`config.mk`:
```
export PLATFORM = sky130hd
export DESIGN_NAME = uart_tx_ring_dma_dispatch_unit
export DESIGN_NICKNAME = d
export VERILOG_FILES = /design/src/hw/rtl/utrdd_pkg.sv /design/src/hw/rtl/uart_tx_ring_dma_dispatch_unit.sv
export VERILOG_INCLUDE_DIRS = /design/src /design/src/hw/rtl
export SDC_FILE = /design/constraint.sdc
export NUM_CORES = 1
export LEC_CHECK = 0
export BUFFER_PORTS_ARGS = -buffer_cell sky130_fd_sc_hd__buf_2
export CAP_MARGIN = 15
export CORE_MARGIN = 2
export CORE_UTILIZATION = 55
export DETAILED_ROUTE_END_ITERATION = 10
export PLACE_DENSITY_LB_ADDON = 0.3
export SETUP_SLACK_MARGIN = 0.02
export SYNTH_ARGS = -nofsm -noshare
export SYNTH_HDL_FRONTEND = slang
export SYNTH_SLANG_ARGS = --single-unit
export TNS_END_PERCENT = 20
```
`constraint.sdc`:
```
create_clock -name i_clk -period 13.45 [get_ports i_clk]
set_clock_uncertainty 0.1 [all_clocks]
set_input_delay 2.69 -clock i_clk [delete_from_list [all_inputs] [get_ports i_clk]]
set_output_delay 2.69 -clock i_clk [all_outputs]
set_load 0.01 [all_outputs]
```
`src/hw/rtl/uart_tx_ring_dma_dispatch_unit_macros.svh`:
```
// Assertion macros for the transmit ring dispatch unit.
`ifndef UART_TX_RING_DMA_DISPATCH_UNIT_MACROS_SVH
`define UART_TX_RING_DMA_DISPATCH_UNIT_MACROS_SVH

// Check a condition at every rising clock edge outside reset.
`define UTRDD_ASSERT_ALWAYS(lbl, cond) \
    lbl: assert property (@(posedge i_clk) disable iff (!i_rst_n) (cond)) \
        else $error("assertion failed: invariant");

// Check that a condition implies another in the next cycle.
`define UTRDD_ASSERT_NEXT(lbl, ante, cons) \
    lbl: assert property (@(posedge i_clk) disable iff (!i_rst_n) (ante) |=> (cons)) \
        else $error("assertion failed: sequence");

`endif

```
`src/hw/rtl/utrdd_pkg.sv`:
```
package utrdd_pkg;

    localparam int OUT_W           = 11;
    localparam int QUEUE_DEPTH_DEF = 2048;

    localparam logic [7:0] LINE_FEED       = 8'h0A;
    localparam logic [7:0] CARRIAGE_RETURN = 8'h0D;

    localparam logic FUNC_WRITE = 1'b0;
    localparam logic FUNC_DONE  = 1'b1;

    typedef enum logic {
        S_IDLE,
        S_LF
    } t_state;

endpackage

```
`src/hw/rtl/uart_tx_ring_dma_dispatch_unit.sv`:
```
// The result strobe rises in the cycle after the item is accepted.
// Throughput: one item per cycle while not busy; a line feed that gets a carriage
// return in front is two writes to the single-port ring memory, busy during the second.
// Reset (synchronous, active low) clears indices, busy flag and auto_crlf;
// ring memory contents stay undefined. Results cannot be stalled.
module uart_tx_ring_dma_dispatch_unit #(
    parameter int QUEUE_DEPTH = utrdd_pkg::QUEUE_DEPTH_DEF
) (
    input  logic                        i_clk,
    input  logic                        i_rst_n,
    input  logic                        start,
    output logic                        busy,
    input  logic                        i_func,
    input  logic [7:0]                  i_data_byte,
    input  logic                        i_last_of_write,
    input  logic                        i_cfg_valid,
    output logic                        o_cfg_ready,
    input  logic                        i_cfg_data,
    output logic                        o_strobe,
    output logic                        o_accepted,
    output logic                        o_start_valid,
    output logic [utrdd_pkg::OUT_W-1:0] o_start_offset,
    output logic [utrdd_pkg::OUT_W-1:0] o_start_length,
    output logic [utrdd_pkg::OUT_W-1:0] o_queued_count,
    output logic                        o_busy_res
);
    import utrdd_pkg::*;

    localparam int IDX_W = $clog2(QUEUE_DEPTH);
    localparam int LEN_W = IDX_W + 1;
    localparam int SUM_W = LEN_W + 1;
    localparam int EXT_W = (LEN_W > OUT_W) ? LEN_W : OUT_W;
    localparam logic [IDX_W-1:0] IDX_LAST  = IDX_W'(QUEUE_DEPTH - 1);
    localparam logic [LEN_W-1:0] DEPTH_LEN = LEN_W'(QUEUE_DEPTH);
    localparam logic [SUM_W-1:0] DEPTH_SUM = SUM_W'(QUEUE_DEPTH);

    t_state r_state, n_state;
    logic [IDX_W-1:0] r_wr_idx, n_wr_idx;
    logic [IDX_W-1:0] r_rd_idx, n_rd_idx;
    logic             r_in_flight, n_in_flight;
    logic [LEN_W-1:0] r_active_len, n_active_len;
    logic [IDX_W-1:0] r_lf_addr, n_lf_addr;
    logic             r_auto_crlf;

    logic [7:0]       r_mem [QUEUE_DEPTH];
    logic             mem_we;
    logic [IDX_W-1:0] mem_addr;
    logic [7:0]       mem_din;

    logic [IDX_W-1:0] w_p1, w_p2;
    logic             full, two_free;
    logic [SUM_W-1:0] rd_sum;
    logic [IDX_W-1:0] rd_wrap;
    logic             do_check, accept, acc, started;
    logic [LEN_W-1:0] avail, held;

    logic [EXT_W-1:0] ext_offset, ext_length, ext_held;

    assign busy        = (r_state != S_IDLE);
    assign accept      = start && !busy;
    assign o_cfg_ready = 1'b1;

    assign w_p1     = (r_wr_idx == IDX_LAST) ? '0 : r_wr_idx + 1'b1;
    assign w_p2     = (w_p1 == IDX_LAST) ? '0 : w_p1 + 1'b1;
    assign full     = (w_p1 == r_rd_idx);
    assign two_free = !full && (w_p2 != r_rd_idx);
    assign rd_sum   = SUM_W'(r_rd_idx) + SUM_W'(r_active_len);
    assign rd_wrap  = (rd_sum >= DEPTH_SUM) ? IDX_W'(rd_sum - DEPTH_SUM) : IDX_W'(rd_sum);

    always_ff @(posedge i_clk) begin
        if (!i_rst_n) begin
            r_state <= S_IDLE;
        end else begin
            r_state <= n_state;
        end
    end

    always_comb begin
        n_state      = r_state;
        n_wr_idx     = r_wr_idx;
        n_rd_idx     = r_rd_idx;
        n_in_flight  = r_in_flight;
        n_active_len = r_active_len;
        n_lf_addr    = r_lf_addr;
        mem_we       = 1'b0;
        mem_addr     = r_wr_idx;
        mem_din      = i_data_byte;
        do_check     = 1'b0;
        acc          = 1'b0;
        started      = 1'b0;
        avail        = '0;
        held         = '0;
        unique case (r_state)
            S_IDLE: begin
                if (start) begin
                    if (i_func == FUNC_WRITE) begin
                        if (!full) begin
                            acc    = 1'b1;
                            mem_we = 1'b1;
                            if (r_auto_crlf && (i_data_byte == LINE_FEED) && two_free) begin
                                mem_din   = CARRIAGE_RETURN;
                                n_lf_addr = w_p1;
                                n_wr_idx  = w_p2;
                                n_state   = S_LF;
                            end else begin
                                n_wr_idx = w_p1;
                            end
                        end
                        do_check = i_last_of_write;
                    end else begin
                        n_rd_idx     = rd_wrap;
                        n_active_len = '0;
                        n_in_flight  = 1'b0;
                        do_check     = 1'b1;
                    end
                end
            end
            S_LF: begin
                mem_we   = 1'b1;
                mem_addr = r_lf_addr;
                mem_din  = LINE_FEED;
                n_state  = S_IDLE;
            end
            default: begin
                n_state = S_IDLE;
            end
        endcase

        if (n_wr_idx >= n_rd_idx) begin
            avail = LEN_W'(n_wr_idx) - LEN_W'(n_rd_idx);
        end else begin
            avail = DEPTH_LEN - LEN_W'(n_rd_idx);
        end
        started = do_check && !n_in_flight && (avail != '0);
        if (started) begin
            n_in_flight  = 1'b1;
            n_active_len = avail;
        end
        if (n_wr_idx >= n_rd_idx) begin
            held = LEN_W'(n_wr_idx) - LEN_W'(n_rd_idx);
        end else begin
            held = DEPTH_LEN - (LEN_W'(n_rd_idx) - LEN_W'(n_wr_idx));
        end
    end

    assign ext_offset = started ? EXT_W'(n_rd_idx) : '0;
    assign ext_length = started ? EXT_W'(avail) : '0;
    assign ext_held   = EXT_W'(held);

    always_ff @(posedge i_clk) begin
        if (!i_rst_n) begin
            r_wr_idx     <= '0;
            r_rd_idx     <= '0;
            r_in_flight  <= 1'b0;
            r_active_len <= '0;
            r_auto_crlf  <= 1'b0;
            o_strobe     <= 1'b0;
        end else begin
            r_wr_idx     <= n_wr_idx;
            r_rd_idx     <= n_rd_idx;
            r_in_flight  <= n_in_flight;
            r_active_len <= n_active_len;
            o_strobe     <= accept;
            if (i_cfg_valid && o_cfg_ready) begin
                r_auto_crlf <= i_cfg_data;
            end
        end
    end

    always_ff @(posedge i_clk) begin
        r_lf_addr <= n_lf_addr;
        if (accept) begin
            o_accepted     <= acc;
            o_start_valid  <= started;
            o_start_offset <= ext_offset[OUT_W-1:0];
            o_start_length <= ext_length[OUT_W-1:0];
            o_queued_count <= ext_held[OUT_W-1:0];
            o_busy_res     <= n_in_flight;
        end
    end

    always_ff @(posedge i_clk) begin
        if (mem_we) begin
            r_mem[mem_addr] <= mem_din;
        end
    end

`include "uart_tx_ring_dma_dispatch_unit_macros.svh"

    `UTRDD_ASSERT_NEXT(a_strobe_after_accept, start && !busy, o_strobe)
    `UTRDD_ASSERT_ALWAYS(a_no_segment_zero, !o_strobe || o_start_valid || (o_start_offset == '0 && o_start_length == '0))
    `UTRDD_ASSERT_ALWAYS(a_started_is_busy, !o_strobe || !o_start_valid || o_busy_res)
    `UTRDD_ASSERT_ALWAYS(a_idx_range, (LEN_W'(r_wr_idx) < DEPTH_LEN) && (LEN_W'(r_rd_idx) < DEPTH_LEN))
    `UTRDD_ASSERT_ALWAYS(a_flight_has_len, !r_in_flight || (r_active_len != '0))

endmodule

```
### Yosys cells after proc, flatten, opt, wreduce, memory -nomap -nowiden

Index checks and enable logic that the tools add are counted.
W data, S select, Z words.

* register bits: 74
* output and inout bits: 39
* word-level logic and storage cells: 75

* $add $sub $neg: 8
* order comparisons: 2
* eq/ne operators: 6
* muxes and demuxes: 30
* bitwise gates (word level): 2
* reduce and logical (&&, ||, !) cells: 14

Operator list (count)
* $mux W11: 12
* $mux W12: 5
* $add A11 B1 Y11 const B: 2
* $eq A11 B11 Y1 const B: 2
* $add A11 B12 Y13: 1
* $ge A13 B12 Y1 const B: 1
* $mux W1: 12
* $reduce_bool A12 Y1: 1
* $sub A11 B11 Y12: 1
* $sub A12 B11 Y12 const A: 1
* $eq A11 B11 Y1: 1
* $ge A11 B11 Y1: 1
* $ne A11 B11 Y1: 1
* $sub A1 B11 Y11 const A: 1
* $sub A11 B1 Y11 const B: 1
* $sub A11 B11 Y11: 1
* $eq A8 B4 Y1 const B: 1
* $logic_and A1 B1 Y1: 6
* $reduce_bool A2 Y1: 2
* $logic_not A1 Y1: 3
* $reduce_and A3 Y1: 1
* $reduce_or A3 Y1: 1
* $ne A2 B1 Y1 const B: 1
* $not A1 Y1: 2
* $pmux W1 S2: 1

### Longest topological paths before layout

* word-level depth: 18
* gate-level depth with buffers: 30

### Worst setup path before layout

OpenSTA, ideal clock, no wires.

* path type: input to register
* from: input port start
* to: register o_start_offset[6] in the netlist's numbering (data pin)
* data arrival time: 7.104 ns
* setup slack: 5.969 ns
* stages: 21
* buffers on the path: 5
* path through: nand2b_1 inv_1 and2_1 clkbuf_1 nor2_1 a31oi_1 inv_1 ha_1 clkbuf_1 a21oi_1 o21ai_0 a2111oi_0 a21oi_1 clkbuf_1 o21ai_0 and4_1 and4_1 a31o_2 buf_2 buf_2 nor2_1

* cells in the longest elaborated chain, start to end: 6
* elaborated cells on any way between the ends: 16

RTL lines
* start: declaration: RTL line uart_tx_ring_dma_dispatch_unit.sv:11 `input logic start,`
* $mux W11: RTL line uart_tx_ring_dma_dispatch_unit.sv:95 `if (start) begin`
* $mux W11: RTL line uart_tx_ring_dma_dispatch_unit.sv:93 `unique case (r_state)`
* $sub A12 B11 Y12 (tied with other cells): RTL line uart_tx_ring_dma_dispatch_unit.sv:132 `avail = DEPTH_LEN - LEN_W'(n_rd_idx);`
* $mux W12: RTL line uart_tx_ring_dma_dispatch_unit.sv:129 `if (n_wr_idx >= n_rd_idx) begin`
* $reduce_bool A12 Y1: RTL line uart_tx_ring_dma_dispatch_unit.sv:134 `started = do_check && !n_in_flight && (avail != '0);`
* $logic_and A1 B1 Y1: RTL line uart_tx_ring_dma_dispatch_unit.sv:134
* end signal: assignment: RTL line uart_tx_ring_dma_dispatch_unit.sv:175 `o_start_offset <= ext_offset[OUT_W-1:0];`
* end: declaration: RTL line uart_tx_ring_dma_dispatch_unit.sv:22 `output logic [utrdd_pkg::OUT_W-1:0] o_start_offset,`

Several ways; a longest one is shown, not always the timed one.
A chain may end at the register's enable or synchronous reset.

### Final worst setup path

* from: register r_wr_idx[0]
* to: register r_active_len[1]

* cells in the longest elaborated chain, start to end: 18
* elaborated cells on any way between the ends: 26

RTL lines
* start: declaration: RTL line uart_tx_ring_dma_dispatch_unit.sv:38 `logic [IDX_W-1:0] r_wr_idx, n_wr_idx;`
* start signal: assignment: RTL line uart_tx_ring_dma_dispatch_unit.sv:159 `r_wr_idx <= n_wr_idx;`
* $add A11 B1 Y11 or $eq A11 B11 Y1 (tied branches): RTL line uart_tx_ring_dma_dispatch_unit.sv:63 `assign w_p1 = (r_wr_idx == IDX_LAST) ? '0 : r_wr_idx + 1'b1;`
* $mux W11 *: RTL line uart_tx_ring_dma_dispatch_unit.sv:63
* $add A11 B1 Y11 or $eq A11 B11 Y1 (tied branches): RTL line uart_tx_ring_dma_dispatch_unit.sv:64 `assign w_p2 = (w_p1 == IDX_LAST) ? '0 : w_p1 + 1'b1;`
* $mux W11: RTL line uart_tx_ring_dma_dispatch_unit.sv:64
* $ne A11 B11 Y1: RTL line uart_tx_ring_dma_dispatch_unit.sv:66 `assign two_free = !full && (w_p2 != r_rd_idx);`
* $logic_and A1 B1 Y1: RTL line uart_tx_ring_dma_dispatch_unit.sv:66
* $logic_and A1 B1 Y1: RTL line uart_tx_ring_dma_dispatch_unit.sv:100 `if (r_auto_crlf && (i_data_byte == LINE_FEED) && two_free) begin`
* $mux W11: RTL line uart_tx_ring_dma_dispatch_unit.sv:100
* [... 3 more ...]
* $mux W11 *: RTL line uart_tx_ring_dma_dispatch_unit.sv:93
* via n_wr_idx[5]: RTL line uart_tx_ring_dma_dispatch_unit.sv:38
* $sub A11 B11 Y12 or $ge A11 B11 Y1 (tied branches)
* $mux W12 *: RTL line uart_tx_ring_dma_dispatch_unit.sv:129
* $reduce_bool A12 Y1: RTL line uart_tx_ring_dma_dispatch_unit.sv:134
* $logic_and A1 B1 Y1: RTL line uart_tx_ring_dma_dispatch_unit.sv:134
* $ne A2 B1 Y1 (no source line) or $reduce_bool A2 Y1 (tied branches)
* $reduce_and A3 Y1 (no source line)
* end signal: assignment: RTL line uart_tx_ring_dma_dispatch_unit.sv:162 `r_active_len <= n_active_len;`
* end: declaration: RTL line uart_tx_ring_dma_dispatch_unit.sv:41 `logic [LEN_W-1:0] r_active_len, n_active_len;`

Mark *: on every way through the listed nets, which the timed path passes. The rest lies on a longest branch.

==> flow_summary_export.csv <==
group,metric,value,unit
run_status,status,"complete, no violations",
setup_path,cp_data_arrival_time,8.64,ns
clock_tree,cts_resized,0,
setup_path,path_cells,"ha_1, nand3_2, nor3b_1, a31oi_1, a21bo_1, or4_4, o21ai_4, o2111ai_2, or3_1, o21ai_4, mux2i_1, a21oi_1, ha_1, a21oi_1, o21ai_0, a2111oi_0, a21oi_2, buf_4, o31ai_1, and4_1, and4_1, a31o_2, nor2_1, o21a_1",
logic_synthesis,synth_compound_area_share,22.6,%
logic_synthesis,synth.area.mux_share,1.98,%
place,placed_area,6010,sq um
die,die_width,106,microns
clock_tree,clk_latency,0.35,ns
timing,finalHoldViolCount,0,
die,core-area,10200,sq um
logic_synthesis,yosysTopAreaCell,"edfxtp_1",
clock_tree,htreeDepth,3,
grt,grt_pass1_vias,5151,
setup_path,slowest_delay,0.73,ns
setup_path,cp-end-kind,"flop",
grt,grt_usage,31.4,%
power_and_ir_drop,p_leak,0.00256,uW
setup_path,crit_buf_inv,1,
clock_tree,cts_tree,"done",
clock_tree,post_cts_buffers,0,
final_layout,diodes,0,
clock_tree,cts-hold-fix-buffers,0,
power_and_ir_drop,finalPower,836,uW
timing,period_share,63.2,%
die,ios,54,
timing,maxSlewViolCount,0,
routing,wirelength,17.4,mm
final_layout,layout-drive-gt1-share,14.1,%
logic_synthesis,synthAdderAreaFrac,6.49,%
timing,timing.hold.ws,0.415,ns
logic_synthesis,synth_top_area_share,18.8,%
logic_synthesis,synth_xor_area_share,8.99,%
clock_tree,clockBufferDepth,2,
timing,fin_crit,8.50,ns
final_layout,layout_commonest_cell,"nor2_1",
grt,grt-ovfl-total,0,
logic_synthesis,synth.avg_cell_area,8.46,sq um
routing,viasPerCell,6.61,
logic_synthesis,synth-async-reset-ratio,0,%
logic_synthesis,synth-edff-count,36,
power_and_ir_drop,powerDensity,134,nW/um^2
setup_path,cpMaxStageDelayCell,"dfxtp_1",
final_layout,syn2layout_area_growth,8.34,%
die,die_area,11300,sq um
timing,clock.fmax,0.118,GHz
logic_synthesis,synthFlopType,"dfxtp_1",
logic_synthesis,synth.yosys.seq_area_share,31.7,%
timing,rsz0062_at_grt,"false",
final_layout,fillCellCount,906,
routing,drtAntennaViolNets,0,
final_layout,finalNetCount,748,
grt,grt_antenna_before_repair,0,
logic_synthesis,synth.distinct_cells,86,
setup_path,critPathTopFamily,"compound AO/OA/AOI/OAI gates",
logic_synthesis,syn_inst,679,
logic_synthesis,syn-num-nets,722,
job,maxCapViolCount,0,
worst_hold_path,hold_class,"reg -> reg",
power_and_ir_drop,vdd.ir_drop.worst,0.0000709,V
clock_tree,clk_root_buffer_cell,"clkbuf_8",
setup_path,crit_fanout,33,
timing,relSlewSlack,21.5,%
logic_synthesis,yosys_warnings,0,
routing,wl_per_cell,20.6,microns
final_layout,final_cell_mix,"nor2_1, buf_2, nand2_1, a21oi_1, dfxtp_1",
die,start_util,56.2,%
clock_tree,clock-sinks,73,
setup_path,crit_required,13.59,ns
routing,vias,5588,
place,port_buffers,52,
logic_synthesis,netlist_area,5750,sq um
logic_synthesis,ys_seq_elements,73,
setup_path,startpoint_type,"flop",
grt,grt_pass1_wl,27.6,mm
timing,setup_viol,0,
final_layout,design_area,6220,sq um
die,rows,37,
setup_path,worstSetupPathType,"reg -> reg",
logic_synthesis,synthSimpleGateAreaFrac,23.1,%
clock_tree,path_clk_slew,0.08,ns
timing,worst_pin_slew,1.17,ns
logic_synthesis,netlist_top_cells_area,"edfxtp_1, dfxtp_1, nor2_1",
place,gp_congestion,0.974,
routing,drt_iter0_markers,649,
logic_synthesis,synth_top_family_by_area,"simple AND/OR/NAND/NOR gates",
clock_tree,cts_buffers,9,
routing,drc_errors,0,
grt,grt_start_max_net_pins,40,
routing,firstDrtPassIters,5,
die,die_h,106,microns
place,hpwl,13.1,mm
timing,fin_setup_tns,0,ns
## Yosys cell counts (16+ instances only)
library cell and number:
a21oi_1 38, edfxtp_1 36, clkbuf_1 21, nor2_1 91
o21ai_0 34, o21a_1 16, nand3_1 16, nand2_1 51
dfxtp_1 37, xnor2_1 33, nor3_1 18, inv_1 18
xor2_1 19, ha_1 25
## routing by layer
metal	up-vias	wire length (microns)	GRT usage, %
li1	2558	-	-
met3	42	1780	5.58
met4	0	448	11.7
met2	339	7750	47.3
met1	2649	7430	45.2
met5	-	0	0
## layout make-up
class                      count  area, sq um  area share, %
multi-input combinational    544         3640           58.5
sequential                    73         1820           29.3
timing repair buffer          58          305           4.90
tap                          136          170           2.73
clock buffer                  10          128           2.05
clock inverter                 6         90.1           1.45
inverter                      19         71.3           1.15
## flip-flops by register name, indices dropped and copies added, names as in the netlist
name,flops
busy,1
o_accepted,1
o_busy_res,1
o_queued_count,11
o_start_length,11
o_start_offset,11
o_start_valid,1
o_strobe,1
r_active_len,11
r_auto_crlf,1
r_in_flight,1
r_rd_idx,11
r_wr_idx,11
## stage by stage
step / instances / utilization, % / setup WS, ns
floorplan: 679 / - / 5.97
global placement: 830 / 58.7 / 4.96
detailed placement: 830 / 58.7 / 4.91
CTS: 846 / 60.8 / 5.17
global route: 846 / 60.8 / 4.50
finish: 846 / 60.8 / 4.95
## power by group
group | total (uW) | leakage (uW) | internal, uW | switching [uW]
Sequential | 293 | 0.000668 | 272 | 20.7
Clock | 197 | 0.000107 | 106 | 90.9
Combinational | 346 | 0.00179 | 130 | 216
Total | 836 | 0.00256 | 508 | 327
## final timing paths
kind | from | endpoint | slack [ns] | cells past startpoint
worst min-delay path | r_auto_crlf | r_auto_crlf | 0.41 | 2
worst min register to register | r_auto_crlf | r_auto_crlf | 0.41 | 2
worst max register to register | r_wr_idx[0] | r_active_len[1] | 4.95 | 24
worst max-delay path | r_wr_idx[0] | r_active_len[1] | 4.95 | 24
## worst min-delay path, delay by kind of cell, from the launching register on
kind	cells	cell delay, ns
and+or+nand+nor	1	0.07
DFF	1	0.34
muxes	1	0.07
## cells by family after synthesis
family          Yosys count
other cells               1
mux                      10
fa+ha+maj                28
buf+inv                  62
compound gates          187
simple gates            263
xor+xnor                 55
flops                    73
Note: power is estimated with default switching activity, not from simulation.
